$ cat src/hdl/fpt_set_index.sv
// ----------------------------------------------------------------------------
// fpt_set_index: flow hash to set index
// Power-of-two set counts register the low bits; any other count
// divides by reciprocal multiplication, then one multiply-subtract gives the
// remainder, with the hash, quotient and remainder each registered.
// ----------------------------------------------------------------------------
module fpt_set_index #(
    parameter int SETS = 256
) (
    input  logic                                  i_clk,
    input  logic                                  i_rst_n,
    input  logic                                  i_start,
    input  logic [31:0]                           i_hash,
    output logic                                  o_done,
    output logic [(SETS > 1 ? $clog2(SETS) : 1)-1:0] o_index
);

    localparam int IDX_W = SETS > 1 ? $clog2(SETS) : 1;

    generate
        if ((SETS & (SETS - 1)) == 0) begin : g_mask
            logic             r_done;
            logic [IDX_W-1:0] r_index;

            always_ff @(posedge i_clk) begin
                if (!i_rst_n) begin
                    r_done <= 1'b0;
                end else begin
                    r_done <= i_start;
                end
                if (i_start) begin
                    r_index <= (SETS > 1) ? i_hash[IDX_W-1:0] : '0;
                end
            end

            assign o_done  = r_done;
            assign o_index = r_index;
        end else begin : g_rem
            // quotient = (hash * ceil(2^SH / SETS)) >> SH, exact for 32-bit hashes
            localparam int          SH     = 32 + IDX_W;
            localparam logic [63:0] ONE_SH = 64'd1 << SH;
            localparam logic [32:0] RECIP  =
                33'((ONE_SH + 64'(SETS) - 64'd1) / 64'(SETS));

            logic             r_v1;
            logic             r_v2;
            logic             r_done;
            logic [31:0]      r_hash;
            logic [31:0]      r_quot;
            logic [IDX_W-1:0] r_rem;
            logic [64:0]      prod;
            logic [31:0]      quot;
            logic [31:0]      back;
            logic [31:0]      diff;

            assign prod = 65'(r_hash) * 65'(RECIP);
            assign quot = 32'(prod >> SH);
            assign back = r_quot * 32'(SETS);
            assign diff = r_hash - back;

            always_ff @(posedge i_clk) begin
                if (!i_rst_n) begin
                    r_v1   <= 1'b0;
                    r_v2   <= 1'b0;
                    r_done <= 1'b0;
                end else begin
                    r_v1   <= i_start;
                    r_v2   <= r_v1;
                    r_done <= r_v2;
                end
                if (i_start) begin
                    r_hash <= i_hash;
                end
                if (r_v1) begin
                    r_quot <= quot;
                end
                if (r_v2) begin
                    r_rem <= diff[IDX_W-1:0];
                end
            end

            assign o_done  = r_done;
            assign o_index = r_rem;
        end
    endgenerate

endmodule

$ cat config.mk
export PLATFORM = sky130hd
export DESIGN_NAME = fpt_set_index
export DESIGN_NICKNAME = d
export VERILOG_FILES = /design/src/hdl/fpt_set_index.sv
export SDC_FILE = /design/constraint.sdc
export NUM_CORES = 1
export LEC_CHECK = 0
export BUFFER_PORTS_ARGS = -buffer_cell sky130_fd_sc_hd__buf_2
export CELL_PAD_IN_SITES_DETAIL_PLACEMENT = 1
export CELL_PAD_IN_SITES_GLOBAL_PLACEMENT = 1
export CORE_MARGIN = 3
export CORE_UTILIZATION = 16
export DETAILED_ROUTE_END_ITERATION = 10
export PLACE_DENSITY_LB_ADDON = 0.1
export SETUP_SLACK_MARGIN = 0.1
export SLEW_MARGIN = 15
export SYNTH_ARGS = -nofsm -noshare
export SYNTH_HDL_FRONTEND = slang
export SYNTH_SLANG_ARGS = --single-unit
$ cat constraint.sdc
create_clock -name i_clk -period 0.8 [get_ports i_clk]
set_input_delay 0.08 -clock i_clk [delete_from_list [all_inputs] [get_ports i_clk]]
set_output_delay 0.08 -clock i_clk [all_outputs]
set_load 0.05 [all_outputs]
==> results of run 1 <==
[layer usage]
layer	share of wire, %	wire length (um)	global-route usage (%)
met5	0	0	0
met4	3.3	19	6.63
met2	26	151	5.42
met1	46	263	8.10
met3	24	140	4.21
[repair_timing]
action	CTS	global route
setup endpoints to repair	9	10
resized for setup	20	1
hold buffers	1	1
hold endpoints to repair	6	5
[layout make-up]
type | instances | area [sq um]
Tap cell | 16 | 20.0
Timing Repair Buffer | 21 | 178
Sequential cell | 9 | 262
Clock buffer | 4 | 26.3
Fill cell | 178 | 1050
Multi-Input combinational cell | 1 | 6.26
[kinds of logic (layout without fill, tap and decap cells)]
group,Yosys count,after routing,synth area share [%]
buf+inv,0,25,0
flops,9,9,97.7
simple gates,1,1,2.35
[placed cells by master (no fill, tap or decap)]
cell,Yosys,routed
buf_8,0,1
dfxtp_2,0,1
dlymetal6s4s_1,0,1
buf_6,0,8
edfxtp_1,8,8
clkbuf_4,0,3
and2_1,1,1
dlygate4sd3_1,0,1
buf_2,0,10
clkbuf_1,0,1
[registers in the layout (all words and copies together) (netlist names)]
signal and flops:
o_index 8, o_done 1
[worst max-delay path by stage]
stage                    start    endpoint  slack (ns)  cells past startpoint
floorplan           o_index[0]  o_index[0]        0.12                      0
finish              o_index[4]  o_index[4]       -0.10                      1
global route        o_index[4]  o_index[4]       -0.16                      1
global placement    o_index[6]  o_index[6]        0.14                      1
detailed placement  o_index[4]  o_index[4]        0.14                      1
CTS                 o_index[0]  o_index[0]       -0.12                      1
[power breakdown]
| part | switching (mW) | internal, mW | leakage, nW |
|---|---|---|---|
| registers | 0.0164 | 0.552 | 0.0869 |
| clock network | 0.152 | 0.192 | 0.0150 |
| logic | 0.151 | 0.0913 | 0.115 |
==> metrics.md, run 1 <==
| Metric | Value |
|---|---|
| Hold WS | `-0.00559 ns` |
| Drt initial violations | `4` |
| Area post-placement | `382 sq um` |
| I/O Buffers | `19` |
| Postcts setup bufs | `0` |
| First-pass GRT wire length | `807 um` |
| Top-area cell type share of the netlist area | `90.1%` |
| Critical path peak fanout | `1` |
| Tot GR Track Use | `6.06%` |
| Setup TNS | `-0.671 ns` |
| Final Cycle Share | `113%` |
| Hold violation total from the final report | `1` |
| CP bufs+invs | `1` |
| Avg Cell Area, Syn | `26.7 sq um` |
| CTS Buf Count | `3` |
| Worst min path class | `in -> reg` |
| Hold_sp | `i_hash[0]` |
| Root Driver | `clkbuf_4` |
| Finished Layout Cells | `51` |
| Routability cong. | `0.607` |
| Worst slack at placement | `0.140 ns` |
| Hold-critical path depth | `1` |
| Die width | `46.8 um` |
| Post-synth EDFFs | `8` |
| Final wirelength | `575 um` |
| Worst setup EP type | `output pin` |
| Placed Cells | `45` |
| Post-route DRC violation count | `0` |
| Routed WL per cell | `11.3 um` |
| Normalized max-slew margin | `87.3%` |
| Slew Viols, Final | `0` |
| Slowest stage delay, CP | `0.39 ns` |
| Area Growth Syn to Fin | `84.5%` |
| Cell Pwr Density | `2350 nW/um^2` |
| Largest net degree at the start of global routing | `10` |
| Vias in the first global route | `183` |
| Syn Nets | `45` |
| DIE AREA | `2190 sq um` |
| Clock sinks | `9` |
| TritonCTS clock tree | `yes` |
| Synth unique cells | `3` |
| Cell Rows | `14` |
| Worst-path clk slew | `0.06 ns` |
| Cells along the critical path | `buf_6` |
| Maximum VDD drop | `0.585 mV` |
| Top Ports | `44` |
| Final core utilization | `31.9%` |
| Initial antenna violation count | `0` |
| Total grt overflow | `0` |
| F_max | `1110 MHz` |
| Endpoints failing setup | `9` |
| Crit path required time | `0.72 ns` |
| Max-cap viol count | `0` |
| Startpoint Class | `flop` |
| Top_reg_cell synth | `edfxtp_1` |
| Pre-Repair DR Iteration Count | `2` |
| Post-layout min period | `0.903 ns` |
| Crit Path Category | `reg -> out` |
| Most frequent cells after synthesis | `edfxtp_1, and2_1, dfxtp_1` |
| Run status | `finished, violations left` |
| Yosys top cell by area | `edfxtp_1` |
| Seq/Total Area, Yosys | `97.7%` |
| Violated checks | `negative hold slack, negative setup slack` |
| Post-synth ARST share | `0%` |
| Flops & latches, synth | `9` |
| Layout cells sized above 1 | `65.7%` |
| Vias | `186` |
| Worst Path Arrival | `0.82 ns` |
| Design Power | `1.15 mW` |
| Vias per cell | `3.65` |
| Initial Utilization | `17.3%` |
| Core area | `1540 sq um` |
| Synth Warn # | `0` |
| Worst slew pin tran | `0.191 ns` |
| Crit-path slowest cell | `edfxtp_1` |
| Count leader, synth | `edfxtp_1` |
| Top cell family by delay on the critical path | `flip-flops` |
| Hold worst-path end | `o_index[0]` |
| Die Ht | `46.8 um` |
| Leakage | `0.217 nW` |
| Finished Cell Area | `492 sq um` |
| Syn Inst Count | `10` |
| Setup ws final | `-0.103 ns` |
| H-Tree Depth | `1` |
| RSZ-0062 raised after global routing | `true` |
| CTS max path bufs | `2` |
| Antenna violation net count after detailed routing | `0` |
| Leading post-synthesis cells by cell area | `edfxtp_1, dfxtp_1, and2_1` |
| Mapped Area | `267 sq um` |
| Nets | `71` |
| Ant. Diodes | `0` |
Power figures use the tool's default switching activity.
==> run 2: changes to the inputs <==
- MAX_ROUTING_LAYER: unset -> met4
==> metrics.md, run 2 (synthesis gave the netlist of run 1 again) <==
| Metric | Value |
|---|---|
| Initial Utilization | `17.3% (unchanged)` |
| Root Driver | `clkbuf_4 (unchanged)` |
| Crit Path Category | `reg -> out (unchanged)` |
| Largest net degree at the start of global routing | `10 (unchanged)` |
| Setup ws final | `-0.103 ns (about the same)` |
| Core area | `1540 sq um (unchanged)` |
| Slowest stage delay, CP | `0.39 ns (about the same)` |
| Vias | `186 (unchanged)` |
| Hold worst-path end | `o_index[0] (unchanged)` |
| Hold-critical path depth | `1 (unchanged)` |
| Max reg flops | `8 (unchanged)` |
| Area Growth Syn to Fin | `84.5% (unchanged)` |
| Top Ports | `44 (unchanged)` |
| Top cell family by delay on the critical path | `flip-flops (unchanged)` |
| Postcts setup bufs | `0 (unchanged)` |
| Initial antenna violation count | `0 (unchanged)` |
| Worst Path Arrival | `0.82 ns (about the same)` |
| Endpoints failing setup | `9 (unchanged)` |
| Slew Viols, Final | `0 (unchanged)` |
| Nets | `71 (unchanged)` |
| Die Ht | `46.8 um (unchanged)` |
| Cells along the critical path | `buf_6 (unchanged)` |
| Final wirelength | `575 um (unchanged)` |
| Hold WS | `-0.00560 ns (was -0.00559 ns)` |
| Routed WL per cell | `11.3 um (unchanged)` |
| DIE AREA | `2190 sq um (unchanged)` |
| Maximum VDD drop | `0.585 mV (about the same)` |
| Worst min path class | `in -> reg (unchanged)` |
| First-pass GRT wire length | `807 um (unchanged)` |
| Cell Pwr Density | `2350 nW/um^2 (about the same)` |
| Ant. Diodes | `0 (unchanged)` |
| Crit path required time | `0.72 ns (about the same)` |
| Worst slew pin tran | `0.191 ns (unchanged)` |
| CTS max path bufs | `2 (unchanged)` |
| Drt initial violations | `4 (unchanged)` |
| Routability cong. | `0.611 (was 0.607)` |
| TritonCTS clock tree | `yes (unchanged)` |
| F_max | `1110 MHz (about the same)` |
| Most common library cell in the layout ignoring fill and taps | `buf_2 (unchanged)` |
| Hold violation total from the final report | `1 (unchanged)` |
| Die width | `46.8 um (unchanged)` |
| Critical path peak fanout | `1 (unchanged)` |
| Normalized max-slew margin | `87.3% (unchanged)` |
| Finished Layout Cells | `51 (unchanged)` |
| I/O Buffers | `19 (unchanged)` |
| Final Cycle Share | `113% (about the same)` |
| RSZ-0062 raised after global routing | `true (unchanged)` |
| Final core utilization | `31.9% (unchanged)` |
| Startpoint Class | `flop (unchanged)` |
| H-Tree Depth | `1 (unchanged)` |
| Leakage | `0.217 nW (unchanged)` |
| Tot GR Track Use | `6.26% (was 6.06%)` |
| Antenna violation net count after detailed routing | `0 (unchanged)` |
| Pre-Repair DR Iteration Count | `2 (unchanged)` |
| Cell Rows | `14 (unchanged)` |
| Violated checks | `negative hold slack, negative setup slack (unchanged)` |
| Worst setup EP type | `output pin (unchanged)` |
| Placed Cells | `45 (unchanged)` |
| Clock sinks | `9 (unchanged)` |
| Vias per cell | `3.65 (unchanged)` |
| Vias in the first global route | `183 (unchanged)` |
| Max-cap viol count | `0 (unchanged)` |
| Total grt overflow | `0 (unchanged)` |
| CP bufs+invs | `1 (unchanged)` |
| Run status | `finished, violations left (unchanged)` |
| Layout cells sized above 1 | `65.7% (unchanged)` |
| Design Power | `1.15 mW (about the same)` |
| Post-route DRC violation count | `0 (unchanged)` |
| Post-layout min period | `0.903 ns (about the same)` |
| Crit-path slowest cell | `edfxtp_1 (unchanged)` |
| Hold_sp | `i_hash[0] (unchanged)` |
| CTS Buf Count | `3 (unchanged)` |
| Worst-path clk slew | `0.06 ns (about the same)` |
| Most frequent cells in the layout | `buf_2, edfxtp_1, buf_6 (unchanged)` |
[run 2: cell counts in the layout (fill, tap and decap cells not counted)]
No cell type changed its count.
[run 2: layout make-up]
type | count | area [sq um]
fill | 178 | 1050
tap | 16 | 20.0
multi-input combinational | 1 | 6.26
timing repair buffer | 21 | 178
sequential | 9 | 262
clock buffer | 4 | 26.3
[run 2: metrics by stage]
stage,area [sq um],worst slack (ns),setup TNS [ns]
finish,492,-0.103,-0.672
global route,492,-0.156,-0.993
CTS,479,-0.116,-0.803
detailed placement,382,0.140,0
global placement,382,0.141,0
floorplan,267,0.119,0
[run 2: worst max-delay path by stage]
| stage | from | endpoint | cells after the start |
|---|---|---|---|
| finish | o_index[4] | o_index[4] | 1 |
| global route | o_index[4] | o_index[4] | 1 |
| CTS | o_index[0] | o_index[0] | 1 |
| detailed placement | o_index[4] | o_index[4] | 1 |
| global placement | o_index[6] | o_index[6] | 1 |
| floorplan | o_index[0] | o_index[0] | 0 |
[run 2: layer usage]
metal	track usage, %	share of wire, %
met1	8.57	48
met2	5.42	26
met3	3.45	22
met4	6.63	3.3
met5	-	0
[run 2: where the power goes]
part	total (mW)	switching (mW)	internal (mW)
combinational	0.242	0.151	0.0913
sequential	0.569	0.0164	0.552
clock	0.344	0.152	0.192
[run 2: repair_timing]
item                                    in CTS  in global routing
gates resized for setup                     20                  1
endpoints found under the setup margin       9                 10
hold endpoints to repair                     6                  5
hold buffers                                 1                  1
