### config.mk
export PLATFORM = sky130hd
export DESIGN_NAME = fpt_ram
export DESIGN_NICKNAME = d
export VERILOG_FILES = /design/src/hdl/fpt_ram.sv
export SDC_FILE = /design/constraint.sdc
export NUM_CORES = 1
export LEC_CHECK = 0
export ABC_AREA = 1
export BUFFER_PORTS_ARGS = -buffer_cell sky130_fd_sc_hd__buf_2
export CAP_MARGIN = 20
export CORE_UTILIZATION = 61
export CTS_CLUSTER_DIAMETER = 200
export DETAILED_ROUTE_END_ITERATION = 10
export GPL_ROUTABILITY_DRIVEN = 1
export PLACE_DENSITY = 0.79
export SLEW_MARGIN = 40
export SYNTH_ARGS = -nofsm -noshare
export SYNTH_HDL_FRONTEND = slang
export SYNTH_SLANG_ARGS = --single-unit
### constraint.sdc
create_clock -name i_clk -period 1.11 [get_ports i_clk]
set_input_delay 0 -clock i_clk [delete_from_list [all_inputs] [get_ports i_clk]]
set_output_delay 0 -clock i_clk [all_outputs]
set_load 0.01 [all_outputs]
### src/hdl/fpt_ram.sv
// ----------------------------------------------------------------------------
// fpt_ram: generic simple dual-port RAM
// One write port, one read port, read data registered.
// ----------------------------------------------------------------------------
module fpt_ram #(
    parameter int WIDTH = 8,
    parameter int DEPTH = 16
) (
    input  logic                                  i_clk,
    input  logic                                  i_we,
    input  logic [(DEPTH > 1 ? $clog2(DEPTH) : 1)-1:0] i_waddr,
    input  logic [WIDTH-1:0]                      i_wdata,
    input  logic                                  i_re,
    input  logic [(DEPTH > 1 ? $clog2(DEPTH) : 1)-1:0] i_raddr,
    output logic [WIDTH-1:0]                      o_rdata
);

    logic [WIDTH-1:0] r_mem [DEPTH];
    logic [WIDTH-1:0] r_rdata;

    always_ff @(posedge i_clk) begin
        if (i_we) begin
            r_mem[i_waddr] <= i_wdata;
        end
        if (i_re) begin
            r_rdata <= r_mem[i_raddr];
        end
    end

    assign o_rdata = r_rdata;

endmodule

==> out/results.md, run 1 <==
| Quantity | Reported | Unit |
|---|---|---|
| EDFF count, synth | 136 | - |
| Power per standard cell area | 1720 | nW/um^2 |
| Post-route clock skew | 0.00494 | ns |
| Max-slew violation count | 0 | - |
| Pin count of the biggest net entering global routing | 40 | - |
| Final worst setup slack | -0.0189 | ns |
| Count of distinct cell types in the synthesized netlist | 11 | - |
| Fraction of final layout cells with drive strength greater than 1 | 0.206 | - |
| Crit path time final | 1.13 | ns |
| Quantity of I/O buffers inserted on ports | 26 | - |
| Total count of hold-check failures in the final report | 0 | - |
| Boundary Pins | 27 | - |
| Number of global-route vias before repair | 3,977 | - |
| Instance area after placement | 6200 | um^2 |
| Starting density of the core | 0.630 | - |
| Transition time of the tightest slew-check pin | 0.695 | ns |
| Cell type with the largest total area after synthesis | sky130_fd_sc_hd__edfxtp_1 | - |
| Setup tns final | -0.0456 | ns |
| Violations in the final reports | negative setup slack | - |
| Leak pwr | 3.09 | nW |
| Clock slew at the register clock pins of the worst setup and hold paths | 0.06 | ns |
| Sort of element at the start of the critical path | flip-flop | - |
| Grt ovf | 0 | - |
| Postcts setup bufs | 0 | - |
| Most used standard cell by instance count after synthesis | sky130_fd_sc_hd__nand2_1 | - |
| Post-route design area | 7100 | um^2 |
| Flop and latch count out of synthesis | 136 | - |
| Total wire length | 13,900 | um |
| Routed via count divided by cell count | 5.66 | - |
| Width of the chip | 99.9 | um |
| Top cell types by occurrence after synthesis | sky130_fd_sc_hd__nand2_1 (173), sky130_fd_sc_hd__edfxtp_1 (136), sky130_fd_sc_hd__inv_1 (100) | - |
| Pre-Repair DR Iteration Count | 7 | - |
| Post-route antenna net violation count | 0 | - |
| Syn_area_per_cell | 10.6 | um^2 |
| Synthesized Nets | 570 | - |
| Start-to-end type of the worst setup path | flip-flop to flip-flop | - |
| Share of the yosys chip area belonging to registers | 0.698 | - |
| Synthesized area | 5850 | um^2 |
| Count of H-tree levels built during CTS | 4 | - |
| Vertical extent of the die | 99.9 | um |
| Top_reg_cell synth | sky130_fd_sc_hd__edfxtp_1 | - |
| Remaining max-slew budget at the tightest pin | 0.536 | - |
| Routability Congestion | 0.813 | - |
| Unrepaired setup endpoints after global routing | true | - |
| Starting DRT DRC Count | 626 | - |
| Clock root buffer | sky130_fd_sc_hd__clkbuf_8 | - |
| Total routing usage reported by global routing | 0.294 | - |
| Result of the run | finished with violations | - |
| DRC violations left | 0 | - |
| Share of async-settable or async-resettable flops after synthesis | 0 | - |
| WP data required | 1.38 | ns |
| Final count of negative-setup-slack endpoints | 5 | - |
| Number of vias in the routed layout | 4,226 | - |
| Wire length of the first global-routing pass | 20,800 | um |
| Worst supply voltage drop on vdd | 1260 | uV |
| Area growth from synthesis to final layout | 21.5 | % |
| Final net count | 626 | - |
| Max FO, Critical Path | 1 | - |
| CTS sink count | 136 | - |
| Core footprint | 9280 | um^2 |
| Yosys warning total | 0 | - |
| Number of instances in the synthesized netlist | 551 | - |
| Routed length per instance | 18.6 | um |
| Total inserted antenna cells | 0 | - |
| HPWL reported at the end of detailed placement | 7990 | um |
| Top cells by area in the synthesized netlist | sky130_fd_sc_hd__edfxtp_1 (70%), sky130_fd_sc_hd__nand2_1 (11%), sky130_fd_sc_hd__nand3_1 (8.3%) | - |
| Area of all sequential standard cells | 4080 | um^2 |
| Kind of end point of the critical path | flip-flop | - |
| Floorplan die area | 9980 | um^2 |
| Highest Clock Rate | 0.886 | GHz |
| Clk_lat worst skew | 0.52 | ns |
| Filler Cells Inserted | 526 | - |
| Ratio of final minimum period to clock period | 1.02 | - |
| Proportion of netlist area held by the largest area contributor | 0.698 | - |
| WP data arrival | 1.40 | ns |
| CTS Buffer Depth | 2 | - |
| Number of clock buffers inserted by TritonCTS | 17 | - |
| Total of max-cap violations | 0 | - |
| Area of the multi-input gates | 1440 | um^2 |
| TritonCTS clock tree | built | - |
| Kind of path behind the tightest hold check | input pin to flip-flop | - |
| Total number of placement rows | 35 | - |
| Antenna violations before repair | 0 | - |
-- stage by stage --
step	total power [W]	std cells	hold slack (ns)	worst slack, ns	utilization
finish	0.0122	747	0.0982	-0.0189	0.765
global route	0.0125	747	0.109	-0.0658	0.765
CTS	0.0122	747	0.0734	-0.0220	0.749
detailed placement	0.00664	707	0.393	-0.110	0.668
global placement	0.00661	707	0.390	-0.0583	0.668
floorplan	0.00634	551	0.0989	0.159	-
-- cells in the final DEF (no fill, tap or decap), drive strengths merged --
| cell | synthesis | layout |
|---|---|---|
| clkinv | 0 | 6 |
| clkbuf | 0 | 20 |
| dlygate4sd3 | 0 | 10 |
| buf | 24 | 51 |
| edfxtp | 136 | 136 |
| nor2 | 17 | 17 |
| inv | 102 | 102 |
| nand3b | 2 | 2 |
| nand2 | 173 | 173 |
| nand3 | 97 | 97 |
| bufinv | 0 | 4 |
-- critical path, cell delays in order (launching register included) --
cell,delay (ns)
sky130_fd_sc_hd__edfxtp_1,0.37
sky130_fd_sc_hd__inv_1,0.06
sky130_fd_sc_hd__nand2_1,0.05
sky130_fd_sc_hd__nand3_1,0.11
sky130_fd_sc_hd__nand3_1,0.13
sky130_fd_sc_hd__nand3_2,0.10
sky130_fd_sc_hd__nand2_1,0.06
-- power breakdown --
group | internal, W | total [W] | switching [W]
Clock | 0.00360 | 0.00554 | 0.00194
Combinational | 0.000268 | 0.000845 | 0.000577
Sequential | 0.00579 | 0.00582 | 0.0000354
Total | 0.00966 | 0.0122 | 0.00256
-- repair_timing --
action | CTS | global route
gates resized for setup | 15 | 35
endpoints found under the hold margin | 143 | 0
setup endpoints to repair | 6 | 11
pin swaps | 0 | 14
hold buffers | 10 | 0
-- logic make-up (layout without fill, tap and decap cells) --
kind of cell | after synthesis | in the layout | synth area share
buffers and inverters | 126 | 193 | 0.0939
flip-flops | 136 | 136 | 0.698
AND/OR/NAND/NOR | 289 | 289 | 0.208
-- final timing paths --
kind	start	end	slack, ns	cells after the start
setup / recovery	r_mem[13][0]	o_rdata[0]	-0.02	6
hold / removal	i_raddr[2]	o_rdata[1]	0.1	6
setup reg to reg	r_mem[13][0]	o_rdata[0]	-0.02	6
hold reg to reg	r_mem[10][6]	o_rdata[6]	0.76	6
-- layout make-up --
type                            count  share of cell area
Clock buffer                       20              0.0599
Clock inverter                     10              0.0217
Inverter                          102              0.0539
Multi-Input combinational cell    289               0.203
Sequential cell                   136               0.575
Tap cell                          129              0.0227
Timing Repair Buffer               61              0.0641
-- state kept, by name (all words and copies together) (netlist names) --
name and cells:
o_rdata 8, r_mem 128
-- metal layers --
layer | part of all wire | global-route usage | up-vias
li1 | - | - | 1890
met1 | 0.37 | 0.402 | 1981
met2 | 0.49 | 0.446 | 301
met3 | 0.10 | 0.0766 | 54
met4 | 0.037 | 0.139 | 0
met5 | 0 | 0 | -
Power figures use the tool's default switching activity.
==> inputs of run 2 (changes only) <==
--- a/config.mk
+++ b/config.mk
@@ -5,14 +5,15 @@
 export SDC_FILE = /design/constraint.sdc
 export NUM_CORES = 1
 export LEC_CHECK = 0
-export ABC_AREA = 1
 export BUFFER_PORTS_ARGS = -buffer_cell sky130_fd_sc_hd__buf_2
 export CAP_MARGIN = 20
-export CORE_UTILIZATION = 61
+export CELL_PAD_IN_SITES_DETAIL_PLACEMENT = 1
+export CELL_PAD_IN_SITES_GLOBAL_PLACEMENT = 1
+export CORE_UTILIZATION = 53
 export CTS_CLUSTER_DIAMETER = 200
 export DETAILED_ROUTE_END_ITERATION = 10
 export GPL_ROUTABILITY_DRIVEN = 1
-export PLACE_DENSITY = 0.79
+export PLACE_DENSITY_LB_ADDON = 0.1
 export SLEW_MARGIN = 40
 export SYNTH_ARGS = -nofsm -noshare
 export SYNTH_HDL_FRONTEND = slang
==> out/results.md, run 2 <==
| Quantity | Reported | Unit | vs previous |
|---|---|---|---|
| Grt ovf | 0 | - | unchanged |
| Final worst setup slack | -0.352 | ns | -0.333 ns |
| CTS sink count | 136 | - | unchanged |
| Cell type with the largest total area after synthesis | sky130_fd_sc_hd__edfxtp_1 | - |  |
| Core footprint | 9420 | um^2 | +1.4% |
| TritonCTS clock tree | built | - |  |
| Filler Cells Inserted | 726 | - | +38% |
| Post-route clock skew | 0.00627 | ns | +0.00133 ns |
| Setup tns final | -2.48 | ns | -2.43 ns |
| Number of instances in the synthesized netlist | 229 | - | -58% |
| Final net count | 318 | - | -49% |
| WP data arrival | 1.72 | ns | +0.32 ns |
| Post-layout utilization of the core | 0.686 | - | -0.0790 |
| Most used cells in the layout excluding fill and tap cells | sky130_fd_sc_hd__edfxtp_1 (136), sky130_fd_sc_hd__mux4_2 (32), sky130_fd_sc_hd__buf_2 (24) | - |  |
| Worst supply voltage drop on vdd | 1290 | uV | +1.8% |
| Start-to-end type of the worst setup path | flip-flop to flip-flop | - |  |
| Delay contributed by the slowest stage of the critical path | 0.50 | ns | +0.13 ns |
| Boundary Pins | 27 | - | unchanged |
| Transition time of the tightest slew-check pin | 0.549 | ns | -0.146 ns |
| Total inserted antenna cells | 0 | - | unchanged |
| Cell Count, Final, Fillers Out | 441 | - | -41% |
| Syn_area_per_cell | 22.8 | um^2 | +120% |
| Width of the chip | 101 | um | +1.4% |
| Count of H-tree levels built during CTS | 4 | - | unchanged |
| Total count of hold-check failures in the final report | 0 | - | unchanged |
| EDFF count, synth | 136 | - | unchanged |
| Kind of path behind the tightest hold check | input pin to flip-flop | - |  |
| Number of global-route vias before repair | 2,715 | - | -32% |
| Post-route antenna net violation count | 0 | - | unchanged |
| Total of max-cap violations | 0 | - | unchanged |
| Routed via count divided by cell count | 5.80 | - | +2.6% |
| Area of all sequential standard cells | 4080 | um^2 | unchanged |
| Clk_lat worst skew | 0.51 | ns | about the same |
| Instance area after placement | 5720 | um^2 | -7.8% |
| Ratio of final minimum period to clock period | 1.32 | - | +0.300 |
| Violations in the final reports | negative setup slack | - |  |
| Total routing usage reported by global routing | 0.247 | - | -0.0471 |
| Starting DRT DRC Count | 175 | - | -72% |
| Cell chain of the critical path | mux4_2, a22oi_2, nand2_1 | - |  |
| Final count of negative-setup-slack endpoints | 9 | - | +4 |
| Wire length of the first global-routing pass | 17,000 | um | -18% |
| Pin count of the biggest net entering global routing | 20 | - | -50% |
| Kind of cell adding the most delay to the critical path | multiplexers | - |  |
| Proportion of netlist area held by the largest area contributor | 0.781 | - | +0.0828 |
| Count of distinct cell types in the synthesized netlist | 18 | - | +7 |
| Routed length per instance | 25.4 | um | +36% |
| Biggest register | r_mem | - |  |
| Leading cell type in the layout, fill and taps excluded | sky130_fd_sc_hd__edfxtp_1 | - |  |
| Max FO, Critical Path | 1 | - | unchanged |
| Post-route design area | 6460 | um^2 | -9.1% |
| Quantity of I/O buffers inserted on ports | 26 | - | unchanged |
| Pre-Repair DR Iteration Count | 4 | - | -3 |
| Number of buffer and inverter stages on the critical path | 0 | - | -1 |
| Critical Path Slowest Stage Cell | sky130_fd_sc_hd__mux4_2 | - |  |
| Antenna violations before repair | 0 | - | unchanged |
| Number of vias in the routed layout | 2,560 | - | -39% |
| Vertical extent of the die | 101 | um | +1.4% |
| Total wire length | 11,200 | um | -19% |
| # placed instances | 399 | - | -44% |
| Area of the multi-input gates | 1070 | um^2 | -26% |
| Fraction of final layout cells with drive strength greater than 1 | 0.407 | - | +0.202 |
| Top_reg_cell synth | sky130_fd_sc_hd__edfxtp_1 | - |  |
| Floorplan die area | 10,300 | um^2 | +2.8% |
| Highest Clock Rate | 0.684 | GHz | -23% |
| Share of async-settable or async-resettable flops after synthesis | 0 | - | unchanged |
| Synthesized Nets | 248 | - | -56% |
| Sort of element at the start of the critical path | flip-flop | - |  |
| Unrepaired setup endpoints after global routing | true | - |  |
| Total number of placement rows | 35 | - | unchanged |
| DRC violations left | 0 | - | unchanged |
| Remaining max-slew budget at the tightest pin | 0.634 | - | +0.0976 |
| Synthesized area | 5230 | um^2 | -11% |
| Leak pwr | 2.16 | nW | -30% |
| Kind of end point of the critical path | flip-flop | - |  |
| Yosys warning total | 0 | - | unchanged |
| Power per standard cell area | 1890 | nW/um^2 | +9.7% |
| CTS Buffer Depth | 2 | - | unchanged |
| Number of clock buffers inserted by TritonCTS | 17 | - | unchanged |
| Clock slew at the register clock pins of the worst setup and hold paths | 0.06 | ns | about the same |
| Postcts setup bufs | 0 | - | unchanged |
| HPWL reported at the end of detailed placement | 6850 | um | -14% |
| Routability Congestion | 0.705 | - | -13% |
| R2R setup slack | -0.35 | ns | -0.33 ns |
| Clock root buffer | sky130_fd_sc_hd__clkbuf_8 | - |  |
| Flop and latch count out of synthesis | 136 | - | unchanged |
| Starting density of the core | 0.555 | - | -0.0746 |
| Share of the yosys chip area belonging to registers | 0.781 | - | +0.0828 |
| Top cells by area in the synthesized netlist | sky130_fd_sc_hd__edfxtp_1 (78%), sky130_fd_sc_hd__mux4_2 (7.8%), sky130_fd_sc_hd__mux4_1 (7.0%) | - |  |
| Top cell types by occurrence after synthesis | sky130_fd_sc_hd__edfxtp_1 (136), sky130_fd_sc_hd__mux4_2 (18), sky130_fd_sc_hd__a22oi_1 (16) | - |  |
| Most used standard cell by instance count after synthesis | sky130_fd_sc_hd__edfxtp_1 | - |  |
| Max FFs per register | 128 | - | unchanged |
| Crit path time final | 1.46 | ns | +0.333 ns |
| Max-slew violation count | 0 | - | unchanged |
| Area growth from synthesis to final layout | 23.6 | % |  |
| WP data required | 1.37 | ns | about the same |
| Result of the run | finished with violations | - |  |
[run 2: changes by cell type in the layout (fill, tap and decap cells not counted), sizes merged]
cell      delta
nor2         -4
clkinvlp     +2
nand3       -96
nand2      -164
and2b        +1
mux4        +32
inv        -102
and2         +1
nor2b        +1
nand2b       +2
nor3         +4
a22oi       +16
or3b         +1
[run 2: power breakdown]
part	switching, W	leakage (nW)	total [W]	internal, W
combinational	0.000348	0.636	0.000652	0.000304
sequential	0.0000420	1.24	0.00583	0.00579
clock	0.00205	0.289	0.00570	0.00364
total	0.00244	2.16	0.0122	0.00974
[run 2: cells by family (layout without fill, tap and decap cells)]
logic type | Yosys count | in the layout | synth area share
flops | 136 | 136 | 0.781
simple gates | 35 | 35 | 0.0314
mux | 32 | 32 | 0.148
compound gates | 16 | 16 | 0.0230
buf+inv | 10 | 93 | 0.0165
[run 2: metrics by stage]
| stage | hold WS (ns) | total power [W] | worst slack [ns] |
|---|---|---|---|
| global route | 0.0523 | 0.0125 | -0.384 |
| CTS | 0.0227 | 0.0123 | -0.374 |
| detailed placement | 0.378 | 0.00653 | -0.428 |
| global placement | 0.374 | 0.00651 | -0.367 |
| finish | 0.0433 | 0.0122 | -0.352 |
| floorplan | 0.0989 | 0.00624 | -0.156 |
[run 2: path summary, 6_finish.rpt]
kind	startpoint	end	depth (start not counted)
setup reg to reg	r_mem[0][3]	o_rdata[3]	3
hold reg to reg	r_mem[11][2]	o_rdata[2]	3
hold / removal	i_waddr[1]	r_mem[0][3]	3
setup / recovery	r_mem[0][3]	o_rdata[3]	3
[run 2: area by class of cell]
class | instances | share of cell area
clock buffer | 20 | 0.0658
sequential | 136 | 0.632
multi-input combinational | 83 | 0.166
clock inverter | 12 | 0.0273
timing repair buffer | 61 | 0.0840
tap | 129 | 0.0250
[run 2: worst min-delay path: cells and delay by family]
family	cells	cell delay, ns
buf+inv	2	0.33
simple gates	1	0.06
[run 2: what timing repair did]
action                                  4_1_cts  5_1_grt
hold buffers                                 10        0
gates resized for setup                       2        5
endpoints found under the setup margin       11       11
hold endpoints to repair                    143        0
[run 2: metal layers]
layer | vias up | GRT usage | share of wire
met2 | 89 | 0.401 | 0.51
met1 | 1347 | 0.336 | 0.43
met5 | - | 0 | 0
met4 | 0 | 0.0780 | 0.0098
li1 | 1111 | - | -
met3 | 13 | 0.0580 | 0.049
==> inputs of run 3 (changes only) <==
--- a/config.mk
+++ b/config.mk
@@ -14,6 +14,7 @@
 export DETAILED_ROUTE_END_ITERATION = 10
 export GPL_ROUTABILITY_DRIVEN = 1
 export PLACE_DENSITY_LB_ADDON = 0.1
+export RECOVER_POWER = 50
 export SLEW_MARGIN = 40
 export SYNTH_ARGS = -nofsm -noshare
 export SYNTH_HDL_FRONTEND = slang
==> out/results.md, run 3 (synthesized netlist as in run 2, its figures left out) <==
| Quantity | Reported | Unit | vs previous |
|---|---|---|---|
| Kind of path behind the tightest hold check | input pin to flip-flop | - |  |
| Total number of placement rows | 35 | - | unchanged |
| Grt ovf | 0 | - | unchanged |
| Power per standard cell area | 1890 | nW/um^2 | about the same |
| Leading cell type in the layout, fill and taps excluded | sky130_fd_sc_hd__edfxtp_1 | - |  |
| Antenna violations before repair | 0 | - | unchanged |
| Tot Pwr | 0.0122 | W | -0.10% |
| Total routing usage reported by global routing | 0.247 | - | unchanged |
| Count of H-tree levels built during CTS | 4 | - | unchanged |
| Width of the chip | 101 | um | unchanged |
| Violations in the final reports | negative setup slack | - |  |
| Final worst setup slack | -0.372 | ns | -0.0195 ns |
| Routed length per instance | 25.2 | um | -0.53% |
| Filler Cells Inserted | 731 | - | +0.69% |
| WP data required | 1.37 | ns | about the same |
| Post-layout utilization of the core | 0.685 | - | -0.00120 |
| Number of clock buffers inserted by TritonCTS | 17 | - | unchanged |
| Total wire length | 11,100 | um | -0.53% |
| Clock slew at the register clock pins of the worst setup and hold paths | 0.06 | ns | about the same |
| CTS sink count | 136 | - | unchanged |
| TritonCTS clock tree | built | - |  |
| Final count of negative-setup-slack endpoints | 8 | - | -1 |
| Area of all sequential standard cells | 4080 | um^2 | unchanged |
| Kind of end point of the critical path | flip-flop | - |  |
| Area growth from synthesis to final layout | 23.4 | % |  |
| Max-slew violation count | 0 | - | unchanged |
| Post-route clock skew | 0.00691 | ns | +0.000636 ns |
| Pre-Repair DR Iteration Count | 5 | - | +1 |
| Biggest register | r_mem | - |  |
| Fraction of final layout cells with drive strength greater than 1 | 0.378 | - | -0.0288 |
| Starting DRT DRC Count | 172 | - | -1.7% |
| Number of buffer and inverter stages on the critical path | 0 | - | unchanged |
| Worst supply voltage drop on vdd | 1280 | uV | -0.80% |
| Number of global-route vias before repair | 2,715 | - | unchanged |
| Max FFs per register | 128 | - | unchanged |
| Cell chain of the critical path | mux4_2, a22oi_2, nand2_1 | - |  |
| Result of the run | finished with violations | - |  |
| Start-to-end type of the worst setup path | flip-flop to flip-flop | - |  |
| Floorplan die area | 10,300 | um^2 | unchanged |
| CTS Buffer Depth | 2 | - | unchanged |
| Starting density of the core | 0.555 | - | unchanged |
| Post-route antenna net violation count | 0 | - | unchanged |
| HPWL reported at the end of detailed placement | 6850 | um | unchanged |
| Core footprint | 9420 | um^2 | unchanged |
| Wire length of the first global-routing pass | 17,000 | um | unchanged |
| Max FO, Critical Path | 1 | - | unchanged |
| Final net count | 318 | - | unchanged |
| Clk_lat worst skew | 0.51 | ns | about the same |
| Number of vias in the routed layout | 2,536 | - | -0.94% |
| Delay contributed by the slowest stage of the critical path | 0.49 | ns | about the same |
| Total count of hold-check failures in the final report | 0 | - | unchanged |
| Routed via count divided by cell count | 5.75 | - | -0.94% |
| Kind of cell adding the most delay to the critical path | multiplexers | - |  |
| Clock root buffer | sky130_fd_sc_hd__clkbuf_8 | - |  |
| Vertical extent of the die | 101 | um | unchanged |
| Unrepaired setup endpoints after global routing | true | - |  |
| Remaining max-slew budget at the tightest pin | 0.485 | - | -0.148 |
| Final Hold Slack | 0.0451 | ns | +0.00188 ns |
| Critical Path Slowest Stage Cell | sky130_fd_sc_hd__mux4_2 | - |  |
| Leak pwr | 2.14 | nW | -1.1% |
| Sort of element at the start of the critical path | flip-flop | - |  |
| Ratio of final minimum period to clock period | 1.33 | - | +0.0176 |
| Crit path time final | 1.48 | ns | +0.0195 ns |
| Pin count of the biggest net entering global routing | 20 | - | unchanged |
| Quantity of I/O buffers inserted on ports | 26 | - | unchanged |
| DRC violations left | 0 | - | unchanged |
| Boundary Pins | 27 | - | unchanged |
| Total of max-cap violations | 0 | - | unchanged |
| Routability Congestion | 0.705 | - | unchanged |
| Highest Clock Rate | 0.675 | GHz | -1.3% |
| Most used cells in the layout excluding fill and tap cells | sky130_fd_sc_hd__edfxtp_1 (136), sky130_fd_sc_hd__mux4_2 (32), sky130_fd_sc_hd__clkbuf_16 (16), sky130_fd_sc_hd__buf_4 (16), sky130_fd_sc_hd__buf_2 (15) | - |  |
| Transition time of the tightest slew-check pin | 0.772 | ns | +0.223 ns |
| Total inserted antenna cells | 0 | - | unchanged |
| WP data arrival | 1.74 | ns | +0.02 ns |
| Area of the multi-input gates | 1070 | um^2 | unchanged |
## run 3: changes by cell type in the layout (fill, tap and decap cells not counted), sizes merged
cell    previous run  this run
buf               51        42
clkbuf            20        29
## run 3: worst min-delay path: cells and delay by family
| family | cells | cell delay (ns) |
|---|---|---|
| buffers and inverters | 2 | 0.33 |
| and+or+nand+nor | 1 | 0.06 |
## run 3: path summary, 6_finish.rpt
check	from	end	slack, ns	cells past startpoint
setup reg to reg	r_mem[0][3]	o_rdata[3]	-0.37	3
hold reg to reg	r_mem[11][2]	o_rdata[2]	0.76	3
hold / removal	i_waddr[1]	r_mem[0][3]	0.05	3
setup / recovery	r_mem[0][3]	o_rdata[3]	-0.37	3
## run 3: area by class of cell
cell class              instances  share of cell area
clock inverters                12              0.0274
flip-flops and latches        136               0.633
multi-input cells              83               0.166
repair buffers                 61              0.0824
clock buffers                  20              0.0660
well taps                     129              0.0250
## run 3: power breakdown
group,internal (W),switching [W],leakage (nW)
registers,0.00579,0.0000418,1.24
logic,0.000299,0.000348,0.611
clock network,0.00364,0.00204,0.289
total,0.00973,0.00243,2.14
## run 3: per-stage QoR
| stage | worst slack [ns] | setup TNS (ns) | std cells | area [um^2] |
|---|---|---|---|---|
| finish | -0.372 | -2.51 | 441 | 6450 |
| global route | -0.384 | -2.92 | 441 | 6450 |
| CTS | -0.374 | -2.72 | 441 | 6430 |
| detailed placement | -0.428 | -6.28 | 399 | 5720 |
| global placement | -0.367 | -4.55 | 399 | 5720 |
| floorplan | -0.156 | -1.25 | 229 | 5210 |
## run 3: metal layers
| metal | track usage | share of wire | vias to the layer above |
|---|---|---|---|
| li1 | - | - | 1111 |
| met1 | 0.336 | 0.43 | 1331 |
| met2 | 0.401 | 0.52 | 86 |
| met3 | 0.0580 | 0.049 | 8 |
| met4 | 0.0780 | 0.0071 | 0 |
| met5 | 0 | 0 | - |
## run 3: what timing repair did
item,in CTS,in global routing
endpoints found under the hold margin,143,0
setup endpoints to repair,11,11
resized for setup,2,5
buffers inserted,0,0
hold buffers,10,0
